--- config.mk ---
export PLATFORM = sky130hd
export DESIGN_NAME = two_class_priority_queue_core
export DESIGN_NICKNAME = d
export VERILOG_FILES = /design/src/tcpq_pkg.sv /design/src/two_class_priority_queue_core.sv
export SDC_FILE = /design/constraint.sdc
export NUM_CORES = 1
export LEC_CHECK = 0
export ABC_AREA = 1
export BUFFER_PORTS_ARGS = -buffer_cell sky130_fd_sc_hd__buf_2
export CORE_MARGIN = 3
export CORE_UTILIZATION = 43
export CTS_CLUSTER_SIZE = 40
export DETAILED_ROUTE_END_ITERATION = 16
export GPL_TIMING_DRIVEN = 0
export MAX_ROUTING_LAYER = met4
export PLACE_DENSITY = 0.68
export SLEW_MARGIN = 20
export SYNTH_ARGS = -nofsm -noshare
export SYNTH_HDL_FRONTEND = slang
export SYNTH_SLANG_ARGS = --single-unit
--- constraint.sdc ---
create_clock -name i_clk -period 4.07 [get_ports i_clk]
set_input_delay 0.407 -clock i_clk [delete_from_list [all_inputs] [get_ports i_clk]]
set_output_delay 0.407 -clock i_clk [all_outputs]
set_load 0.005 [all_outputs]
--- src/tcpq_pkg.sv ---
// Package for the two-class priority queue core.
// Holds depth and width constants, action and status codes.
// No dependencies.
`default_nettype none

package tcpq_pkg;

    localparam int QUEUE_DEPTH = 16;
    localparam int TICKET_BITS = 16;
    localparam int IDX_W       = (QUEUE_DEPTH > 1) ? $clog2(QUEUE_DEPTH) : 1;
    localparam int CNT_W       = $clog2(QUEUE_DEPTH + 1);
    localparam int ACTION_W    = 3;
    localparam int STATUS_W    = 3;

    typedef enum logic [ACTION_W-1:0] {
        ACT_ADD_NORMAL   = 3'd0,
        ACT_ADD_PRIORITY = 3'd1,
        ACT_SERVE        = 3'd2,
        ACT_LIST_NORMAL  = 3'd3,
        ACT_LIST_PRIO    = 3'd4,
        ACT_LIST_BOTH    = 3'd5,
        ACT_CLEAR        = 3'd6,
        ACT_UNUSED       = 3'd7
    } t_action;

    typedef enum logic [STATUS_W-1:0] {
        ST_ENQUEUED = 3'd0,
        ST_SERVED   = 3'd1,
        ST_LISTED   = 3'd2,
        ST_EMPTY    = 3'd3,
        ST_FULL     = 3'd4
    } t_status;

    localparam logic CLS_NORMAL   = 1'b0;
    localparam logic CLS_PRIORITY = 1'b1;

endpackage

`default_nettype wire

--- src/two_class_priority_queue_core.sv ---
// Two-class strict priority ticket queue: normal and priority FIFOs in
// on-chip arrays, one index adder shared by all pointer arithmetic.
// Depends on tcpq_pkg.
`default_nettype none

// Usage: each input beat carries an action in tuser and a ticket in tdata.
// Add, clear, the unused action and a serve that finds both queues empty are
// completed at issue. Any other serve steps through issue, a registered memory
// read and the result. Listing steps through issue, then per queue an empty
// check and, per entry, a read and a result; list both covers the priority
// queue first, then normal.
// Each entry read and every head/tail index goes through a single
// wrap-around adder under a four-state sequencer. Input is not taken while
// a serve or list is in progress, nor while a result waits in the output
// register with m_axis_tready low; each such stall lengthens the steps
// above. Clear and the unused action yield no result.
module two_class_priority_queue_core (
    input  wire                               i_clk,
    input  wire                               i_rst_n,
    input  wire                               s_axis_tvalid,
    output logic                              s_axis_tready,
    input  wire  [tcpq_pkg::TICKET_BITS-1:0]  s_axis_tdata,  // [15:0] ticket
    input  wire  [tcpq_pkg::ACTION_W-1:0]     s_axis_tuser,  // [2:0] action
    output logic                              m_axis_tvalid,
    input  wire                               m_axis_tready,
    output logic [tcpq_pkg::TICKET_BITS-1:0]  m_axis_tdata,  // [15:0] ticket_out
    output logic [tcpq_pkg::STATUS_W:0]       m_axis_tuser,  // [2:0] status, [3] queue_class
    output logic                              m_axis_tlast
);
    import tcpq_pkg::*;

    typedef enum logic [3:0] {
        S_IDLE  = 4'b0001,
        S_CHECK = 4'b0010,
        S_FETCH = 4'b0100,
        S_LOAD  = 4'b1000
    } t_state;

    localparam logic [CNT_W:0]   DEPTH_S = (CNT_W + 1)'(QUEUE_DEPTH);
    localparam logic [CNT_W-1:0] DEPTH_C = CNT_W'(QUEUE_DEPTH);

    logic [TICKET_BITS-1:0] mem_n [QUEUE_DEPTH];
    logic [TICKET_BITS-1:0] mem_p [QUEUE_DEPTH];

    t_state                 r_state, n_state;
    logic [IDX_W-1:0]       r_head_n, n_head_n, r_head_p, n_head_p;
    logic [CNT_W-1:0]       r_cnt_n, n_cnt_n, r_cnt_p, n_cnt_p;
    logic                   r_cls, n_cls;
    logic                   r_both, n_both;
    logic                   r_serve, n_serve;
    logic [CNT_W-1:0]       r_i, n_i;
    logic                   r_out_valid, n_out_valid;
    logic [TICKET_BITS-1:0] r_rd;
    t_status                r_status, n_status;
    logic [TICKET_BITS-1:0] r_ticket, n_ticket;
    logic                   r_qcls, n_qcls;
    logic                   r_last, n_last;

    logic                   out_free;
    logic                   in_beat;
    logic                   add_cls;
    logic [IDX_W-1:0]       sel_head;
    logic [CNT_W-1:0]       sel_cnt;
    logic [CNT_W-1:0]       add_cnt;
    logic                   both_more;
    logic [CNT_W-1:0]       i_next;
    logic                   load;
    logic                   wr_n, wr_p;

    // shared wrap-around index unit
    logic [IDX_W-1:0]       alu_a;
    logic [CNT_W-1:0]       alu_b;
    logic [CNT_W:0]         alu_sum;
    logic [IDX_W-1:0]       alu_idx;

    assign alu_sum = (CNT_W + 1)'(alu_a) + (CNT_W + 1)'(alu_b);
    assign alu_idx = (alu_sum >= DEPTH_S) ? IDX_W'(alu_sum - DEPTH_S) : IDX_W'(alu_sum);

    assign out_free  = !r_out_valid || m_axis_tready;
    assign in_beat   = s_axis_tvalid && s_axis_tready;
    assign add_cls   = s_axis_tuser[0];
    assign sel_head  = r_cls ? r_head_p : r_head_n;
    assign sel_cnt   = r_cls ? r_cnt_p : r_cnt_n;
    assign add_cnt   = add_cls ? r_cnt_p : r_cnt_n;
    assign both_more = r_both && r_cls;
    assign i_next    = r_i + CNT_W'(1);

    always_comb begin
        n_state     = r_state;
        n_head_n    = r_head_n;
        n_head_p    = r_head_p;
        n_cnt_n     = r_cnt_n;
        n_cnt_p     = r_cnt_p;
        n_cls       = r_cls;
        n_both      = r_both;
        n_serve     = r_serve;
        n_i         = r_i;
        n_status    = r_status;
        n_ticket    = r_ticket;
        n_qcls      = r_qcls;
        n_last      = r_last;
        load        = 1'b0;
        wr_n        = 1'b0;
        wr_p        = 1'b0;
        alu_a       = sel_head;
        alu_b       = r_i;
        s_axis_tready = 1'b0;

        case (r_state)
            S_IDLE: begin
                s_axis_tready = out_free;
                alu_a = add_cls ? r_head_p : r_head_n;
                alu_b = add_cnt;
                if (in_beat) begin
                    case (t_action'(s_axis_tuser))
                        ACT_ADD_NORMAL, ACT_ADD_PRIORITY: begin
                            load     = 1'b1;
                            n_ticket = '0;
                            n_qcls   = add_cls;
                            n_last   = 1'b1;
                            if (add_cnt == DEPTH_C) begin
                                n_status = ST_FULL;
                            end else begin
                                n_status = ST_ENQUEUED;
                                if (add_cls) begin
                                    wr_p    = 1'b1;
                                    n_cnt_p = r_cnt_p + CNT_W'(1);
                                end else begin
                                    wr_n    = 1'b1;
                                    n_cnt_n = r_cnt_n + CNT_W'(1);
                                end
                            end
                        end
                        ACT_SERVE: begin
                            n_serve = 1'b1;
                            n_both  = 1'b0;
                            n_i     = '0;
                            if (r_cnt_p != '0) begin
                                n_cls   = CLS_PRIORITY;
                                n_state = S_FETCH;
                            end else if (r_cnt_n != '0) begin
                                n_cls   = CLS_NORMAL;
                                n_state = S_FETCH;
                            end else begin
                                load     = 1'b1;
                                n_status = ST_EMPTY;
                                n_ticket = '0;
                                n_qcls   = CLS_NORMAL;
                                n_last   = 1'b1;
                            end
                        end
                        ACT_LIST_NORMAL, ACT_LIST_PRIO, ACT_LIST_BOTH: begin
                            n_serve = 1'b0;
                            n_i     = '0;
                            n_cls   = (t_action'(s_axis_tuser) != ACT_LIST_NORMAL);
                            n_both  = (t_action'(s_axis_tuser) == ACT_LIST_BOTH);
                            n_state = S_CHECK;
                        end
                        ACT_CLEAR: begin
                            n_head_n = '0;
                            n_head_p = '0;
                            n_cnt_n  = '0;
                            n_cnt_p  = '0;
                        end
                        default: ;
                    endcase
                end
            end
            S_CHECK: begin
                if (sel_cnt != '0) begin
                    n_state = S_FETCH;
                end else if (out_free) begin
                    load     = 1'b1;
                    n_status = ST_EMPTY;
                    n_ticket = '0;
                    n_qcls   = r_cls;
                    n_last   = !both_more;
                    if (both_more) begin
                        n_cls = CLS_NORMAL;
                    end else begin
                        n_state = S_IDLE;
                    end
                end
            end
            S_FETCH: begin
                n_state = S_LOAD;
            end
            S_LOAD: begin
                if (r_serve) begin
                    alu_b = CNT_W'(1);
                end
                if (out_free) begin
                    load     = 1'b1;
                    n_ticket = r_rd;
                    n_qcls   = r_cls;
                    if (r_serve) begin
                        n_status = ST_SERVED;
                        n_last   = 1'b1;
                        n_state  = S_IDLE;
                        if (r_cls) begin
                            n_head_p = alu_idx;
                            n_cnt_p  = r_cnt_p - CNT_W'(1);
                        end else begin
                            n_head_n = alu_idx;
                            n_cnt_n  = r_cnt_n - CNT_W'(1);
                        end
                    end else begin
                        n_status = ST_LISTED;
                        n_last   = (i_next == sel_cnt) && !both_more;
                        n_i      = i_next;
                        if (i_next < sel_cnt) begin
                            n_state = S_FETCH;
                        end else if (both_more) begin
                            n_cls   = CLS_NORMAL;
                            n_i     = '0;
                            n_state = S_CHECK;
                        end else begin
                            n_state = S_IDLE;
                        end
                    end
                end
            end
            default: begin
                n_state = S_IDLE;
            end
        endcase

        n_out_valid = load || (r_out_valid && !m_axis_tready);
    end

    always_ff @(posedge i_clk) begin
        if (!i_rst_n) begin
            r_state     <= S_IDLE;
            r_head_n    <= '0;
            r_head_p    <= '0;
            r_cnt_n     <= '0;
            r_cnt_p     <= '0;
            r_cls       <= 1'b0;
            r_both      <= 1'b0;
            r_serve     <= 1'b0;
            r_i         <= '0;
            r_out_valid <= 1'b0;
        end else begin
            r_state     <= n_state;
            r_head_n    <= n_head_n;
            r_head_p    <= n_head_p;
            r_cnt_n     <= n_cnt_n;
            r_cnt_p     <= n_cnt_p;
            r_cls       <= n_cls;
            r_both      <= n_both;
            r_serve     <= n_serve;
            r_i         <= n_i;
            r_out_valid <= n_out_valid;
        end
    end

    always_ff @(posedge i_clk) begin
        r_status <= n_status;
        r_ticket <= n_ticket;
        r_qcls   <= n_qcls;
        r_last   <= n_last;
    end

    // ticket stores, registered read
    always_ff @(posedge i_clk) begin
        if (wr_n) begin
            mem_n[alu_idx] <= s_axis_tdata;
        end
        if (wr_p) begin
            mem_p[alu_idx] <= s_axis_tdata;
        end
        if (r_state == S_FETCH) begin
            r_rd <= r_cls ? mem_p[alu_idx] : mem_n[alu_idx];
        end
    end

    assign m_axis_tvalid = r_out_valid;
    assign m_axis_tdata  = r_ticket;
    assign m_axis_tuser  = {r_qcls, r_status};
    assign m_axis_tlast  = r_last;

endmodule

`default_nettype wire
## After elaboration in Yosys (flattened, before gate mapping)

Memories as Yosys holds them, arrays and structs flattened.
Index checks and enable logic that the tools add are counted.

| word-level totals | value |
|---|---|
| bits in registers | 68 |
| bits in writable memories | 512 |
| input port bits | 23 |
| output and inout port bits | 23 |
| logic and storage cells | 213 |
| memories kept | 2 |

Memories:

| memory | depth | bits a word | rd ports | clocked after memory_dff | write ports | line | text |
|---|---|---|---|---|---|---|---|
| mem_n | 16 | 16 | 1 | 0 | 1 | two_class_priority_queue_core.sv:42 | `logic [TICKET_BITS-1:0] mem_n [QUEUE_DEPTH];` |
| mem_p | 16 | 16 | 1 | 0 | 1 | two_class_priority_queue_core.sv:43 | `logic [TICKET_BITS-1:0] mem_p [QUEUE_DEPTH];` |

| cells by class | value |
|---|---|
| add/sub/neg operators | 7 |
| order comparisons | 2 |
| eq/ne operators | 35 |
| muxes and demuxes | 123 |
| reduce and logical (&&, ||, !) cells | 29 |

Operators with widths:

| cell | number |
|---|---|
| 2-to-1 mux 16 bit | 7 |
| 2-to-1 mux 5 bit | 21 |
| 2-to-1 mux 4 bit | 19 |
| case mux 5 bit (2 select lines) | 6 |
| case mux 16 bit (3 select lines) | 1 |
| 2-to-1 mux 1 bit | 41 |
| case mux 16 bit (2 select lines) | 1 |
| 2-to-1 mux 3 bit | 9 |
| case mux 4 bit (2 select lines) | 3 |
| AND reduction 6 bit | 4 |
| AND reduction 8 bit | 3 |
| inequality test 3 bit (second input constant) | 7 |
| inequality test 2 bit (second input constant) | 10 |
| case mux 4 bit (4 select lines) | 1 |
| adder 5 x 1 -> 5 bit (second input constant) | 3 |
| nonzero test 5 bit | 3 |
| case mux 1 bit (2 select lines) | 6 |
| case mux 1 bit (3 select lines) | 4 |
| subtractor 5 x 1 -> 5 bit (second input constant) | 2 |
| equality test 3 bit (second input constant) | 3 |
| inequality test 3 x 1 -> 1 bit (second input constant) | 3 |
| case mux 3 bit (3 select lines) | 1 |
| AND reduction 9 bit | 1 |
| adder 4 x 5 -> 6 bit | 1 |
| 27 further kinds | 36 |

## Longest topological paths before layout

| depth | value |
|---|---|
| depth after elaboration | 9 |
| depth in mapped cells | 23 |

## Worst setup path before layout

OpenSTA, ideal clock, no wires.

| timing | value |
|---|---|
| path type | register to register |
| from | reg r_cls |
| to | mem mem_p[10][0], enable pin |
| library setup time | 0.409 ns |
| arrival time | 3.967 ns |
| required time | 3.661 ns |
| path slack | -0.306 ns |
| stages on the path, launching flop included | 14 |
| path buffers | 5 |
| clock period less this slack | 4.376 ns |
| path through | dfxtp_1 buf_2 buf_2 clkbuf_1 o211ai_1 o21ai_0 ha_1 fa_1 xor2_1 inv_1 clkbuf_1 clkbuf_1 nand2_1 nor3_1 |

| between the ends | value |
|---|---|
| cells in the longest elaborated chain, start to end | 5 |
| elaborated cells on any way between the ends | 6 |
| classes of those cells | add/sub: 2; order compare: 1; mux: 3 |

RTL lines:

| what | line | text |
|---|---|---|
| start: declaration | two_class_priority_queue_core.sv:48 | `logic r_cls, n_cls;` |
| start signal: assignment | two_class_priority_queue_core.sv:249 | `r_cls <= n_cls;` |
| 2-to-1 mux 4 bit (*) | two_class_priority_queue_core.sv:82 | `assign sel_head = r_cls ? r_head_p : r_head_n;` |
| 2-to-1 mux 4 bit (*) | two_class_priority_queue_core.sv:109 | `case (r_state)` |
| adder 4 x 5 -> 6 bit (*) | two_class_priority_queue_core.sv:76 | `assign alu_sum = (CNT_W + 1)'(alu_a) + (CNT_W + 1)'(alu_b);` |
| >= comparator 6 x 5 -> 1 bit or subtractor 4 x 1 -> 4 bit (tied branches) | two_class_priority_queue_core.sv:77 | `assign alu_idx = (alu_sum >= DEPTH_S) ? IDX_W'(alu_sum - DEPTH_S) : IDX_W'(alu_sum);` |
| 2-to-1 mux 4 bit (*) | two_class_priority_queue_core.sv:77 |  |
| end: declaration | two_class_priority_queue_core.sv:43 |  |

Every way passes the cells marked *; elsewhere a longest branch is shown, timed or not.

## Worst setup path after layout

| timing | value |
|---|---|
| from | reg r_cls |
| to | mem mem_n[14][7], enable pin |

| between the ends | value |
|---|---|
| cells in the longest elaborated chain, start to end | 5 |
| elaborated cells on any way between the ends | 6 |
| classes of those cells | add/sub: 2; order compare: 1; mux: 3 |

RTL lines:

| what | line |
|---|---|
| 2-to-1 mux 4 bit (*) | two_class_priority_queue_core.sv:82 |
| 2-to-1 mux 4 bit (*) | two_class_priority_queue_core.sv:109 |
| adder 4 x 5 -> 6 bit (*) | two_class_priority_queue_core.sv:76 |
| >= comparator 6 x 5 -> 1 bit or subtractor 4 x 1 -> 4 bit (tied branches) | two_class_priority_queue_core.sv:77 |
| 2-to-1 mux 4 bit (*) | two_class_priority_queue_core.sv:77 |
| end: declaration | two_class_priority_queue_core.sv:42 |

Marked as above.

==> run_results.csv <==
group,metric,value,unit
clock_tree,numCtsBuffers,58,
synth,synth-edff-count,549,
synth,syn_area,23880,µm²
die,num_rows,85,
worst_setup_path,criticalPathCategory,"register to register",
finish,layout_common_cells,"nand2_1, edfxtp_1, nand4_1",
sta,skew,0.04171,ns
die,ios,46,
die,dieArea,58400,µm²
hold_path,hold_class,"primary input to register",
sta,fmax,0.2522,GHz
worst_setup_path,start_kind,"register",
finish,fillCellCount,4670,
clock_tree,cts_htree_levels,2,
sta,timing.hold.ws,0.2238,ns
sta,hold_viol,0,
grt,track_usage,0.2343,
synth,syn_inst,2082,
synth,ys_async_sr_fraction,0,
synth,seq_area_frac_synth,0.7164,
route,wirelength,68.07,mm
route,drt_iter0_markers,2085,
worst_setup_path,endpoint_kind,"register",
synth,synth.net_count,2121,
sta,slew_viol_final,0,
synth,ys_types,36,
route,vias_per_cell,5.531,
die,fp.dieH,241.7,µm
finish,final_common_cell,"nand2_1",
die,start_util,0.4394,
route,drc_errors,0,
sta,finalCritPeriodShare,0.9740,
clock_tree,cts_tree,"done",
clock_tree,clockRootBuffer,"clkbuf_16",
route,vias,16874,
synth,ys_ff_latch,580,
finish,multi_input_area,6407,µm²
finish,final_util,0.5203,
route,routedWlPerCell,22.31,µm
finish,register_area,17110,µm²
sta,fin_crit,3.964,ns
placement,place_congestion,0.9847,
synth,yosys.area.top_type,"edfxtp_1",
synth,yosys_warnings,0,
grt,grt.overflow.total,0,
finish,drive_gt1_frac,0.1540,
clock_tree,insertion_delay,0.65,ns
run,drv_cap,0,
clock_tree,cts.clk_slew.worst_paths,0.06,ns
route,route.antenna.remaining_nets,0,
placement,port_buffers,44,
grt,grt_pass1_wl,100.3,mm
finish,n_antenna_cell,0,
worst_setup_path,cp_max_fo,19,
die,die_x,241.7,µm
placement,dp_hpwl,45.75,mm
grt,first_global_vias,16318,
clock_tree,clockBufferDepth,3,
grt,antenna_found_initial,1,
grt,grt_max_degree,33,
outcome,status,"finished clean",
worst_setup_path,worstPathArrival,4.29,ns
clock_tree,cts.sinks,580,
sta,worst_slew_pin_slew,1.222,ns
sta,setup-violations-final,0,
synth,synthFlopType,"edfxtp_1",
clock_tree,hold_buffers,0,
route,firstDrtPassIters,5,
synth,synth.area.top_cells,"edfxtp_1, nand2_1, a22oi_1, dfxtp_1, nand4_1",
sta,relSlewSlack,0.1855,
finish,fin_nets,2302,
synth,synth.top_cell.area_share,0.6904,
synth,syn_avg_cell_area,11.47,µm²
finish,area_growth,18.42,%
die,core,54350,µm²
worst_setup_path,worstPathRequired,4.40,ns
==> worst max-delay path, stage by stage, from the launching register on <==
cell        delay, ns
dfxtp_1          0.34
clkbuf_4         0.25
clkbuf_4         0.25
o211ai_1         0.18
o21ai_0          0.13
ha_2             0.22
fa_2             0.70
inv_2            0.10
nor2_4           0.22
buf_8            0.20
clkbuf_8         0.22
clkinvlp_4       0.18
buf_4            0.18
nor3_4           0.25
buf_4            0.24
==> logic make-up (layout without fill, tap and decap cells) <==
group                    Yosys count  after routing  share of synthesized area
buffers and inverters            187            417                    0.03217
adder cells (fa/ha/maj)           16             16                   0.008698
flip-flops                       580            580                     0.7164
AND/OR/NAND/NOR                 1123           1123                     0.1933
XOR/XNOR                          10             10                   0.003668
AO/OA/AOI/OAI                    166            166                    0.04574
==> metal layers <==
metal / track usage / wire length [µm] / up-vias
li1: - / - / 7641
met1: 0.3167 / 27620 / 8166
met2: 0.3596 / 31080 / 917
met3: 0.04475 / 7099 / 150
met4: 0.07744 / 2266 / 0
met5: - / 0 / -
==> worst paths after layout <==
path,to,slack (ns),start,depth (start not counted)
min,r_serve$_SDFFE_PN0P_,0.22,s_axis_tuser[2],4
max,mem_n[14][7]$_DFFE_PP_,0.11,r_cls$_SDFFE_PN0P_,14
max reg2reg,mem_n[14][7]$_DFFE_PP_,0.11,r_cls$_SDFFE_PN0P_,14
min reg2reg,r_head_p[2]$_SDFFE_PN0P_,0.48,r_head_p[2]$_SDFFE_PN0P_,2
==> synthesized netlist by cell type, types with 3 or more instances <==
master / n
nand3_1: 79
buf_1: 8
nand2_2: 3
nand2_1: 817
ha_1: 15
inv_2: 3
nor3_1: 18
nor2_1: 103
buf_2: 29
o21ai_0: 43
nand4_1: 91
xor2_1: 8
clkbuf_1: 60
edfxtp_1: 549
nor2_2: 4
inv_1: 82
a22oi_1: 86
o211ai_1: 5
buf_6: 3
dfxtp_1: 31
a21oi_1: 24
==> metrics by stage <==
step                instances  setup slack (ns)  instance area, µm²  setup TNS [ns]
finish                   3051            0.1057               28280               0
CTS                      3033          0.001922               27970               0
global placement         2865            -2.821               25030        -1067.82
global route             3051          -0.04717               28280         -0.6525
detailed placement       2908            -1.564               25590         -585.68
floorplan                2082           -0.3063               23880          -72.20
==> sequential cells by signal, indices dropped and copies added (netlist names), 3 cells and up <==
| signal | count |
|---|---|
| mem_p | 256 |
| r_rd | 16 |
| r_head_p | 4 |
| r_cnt_n | 5 |
| mem_n | 256 |
| r_status | 3 |
| r_head_n | 4 |
| r_state | 4 |
| r_cnt_p | 5 |
| r_i | 5 |
| m_axis_tdata | 16 |
==> cell type report <==
cell class                 count  area share
tap                          739     0.03270
timing repair buffer         123     0.03624
sequential                   580      0.6050
inverter                      85     0.01168
buffer                       100     0.02168
multi-input combinational   1315      0.2266
clock inverter                42     0.01252
clock buffer                  67     0.05358
==> what timing repair did <==
| item | CTS | global route |
|---|---|---|
| setup buffers | 18 | 18 |
| pin swaps | 20 | 11 |
| resized for setup | 96 | 73 |
| endpoints found under the setup margin | 530 | 385 |
Power is left out: the tool's default activity adds up to more than one toggle a clock period on the data nets, which glitch-free logic cannot reach.
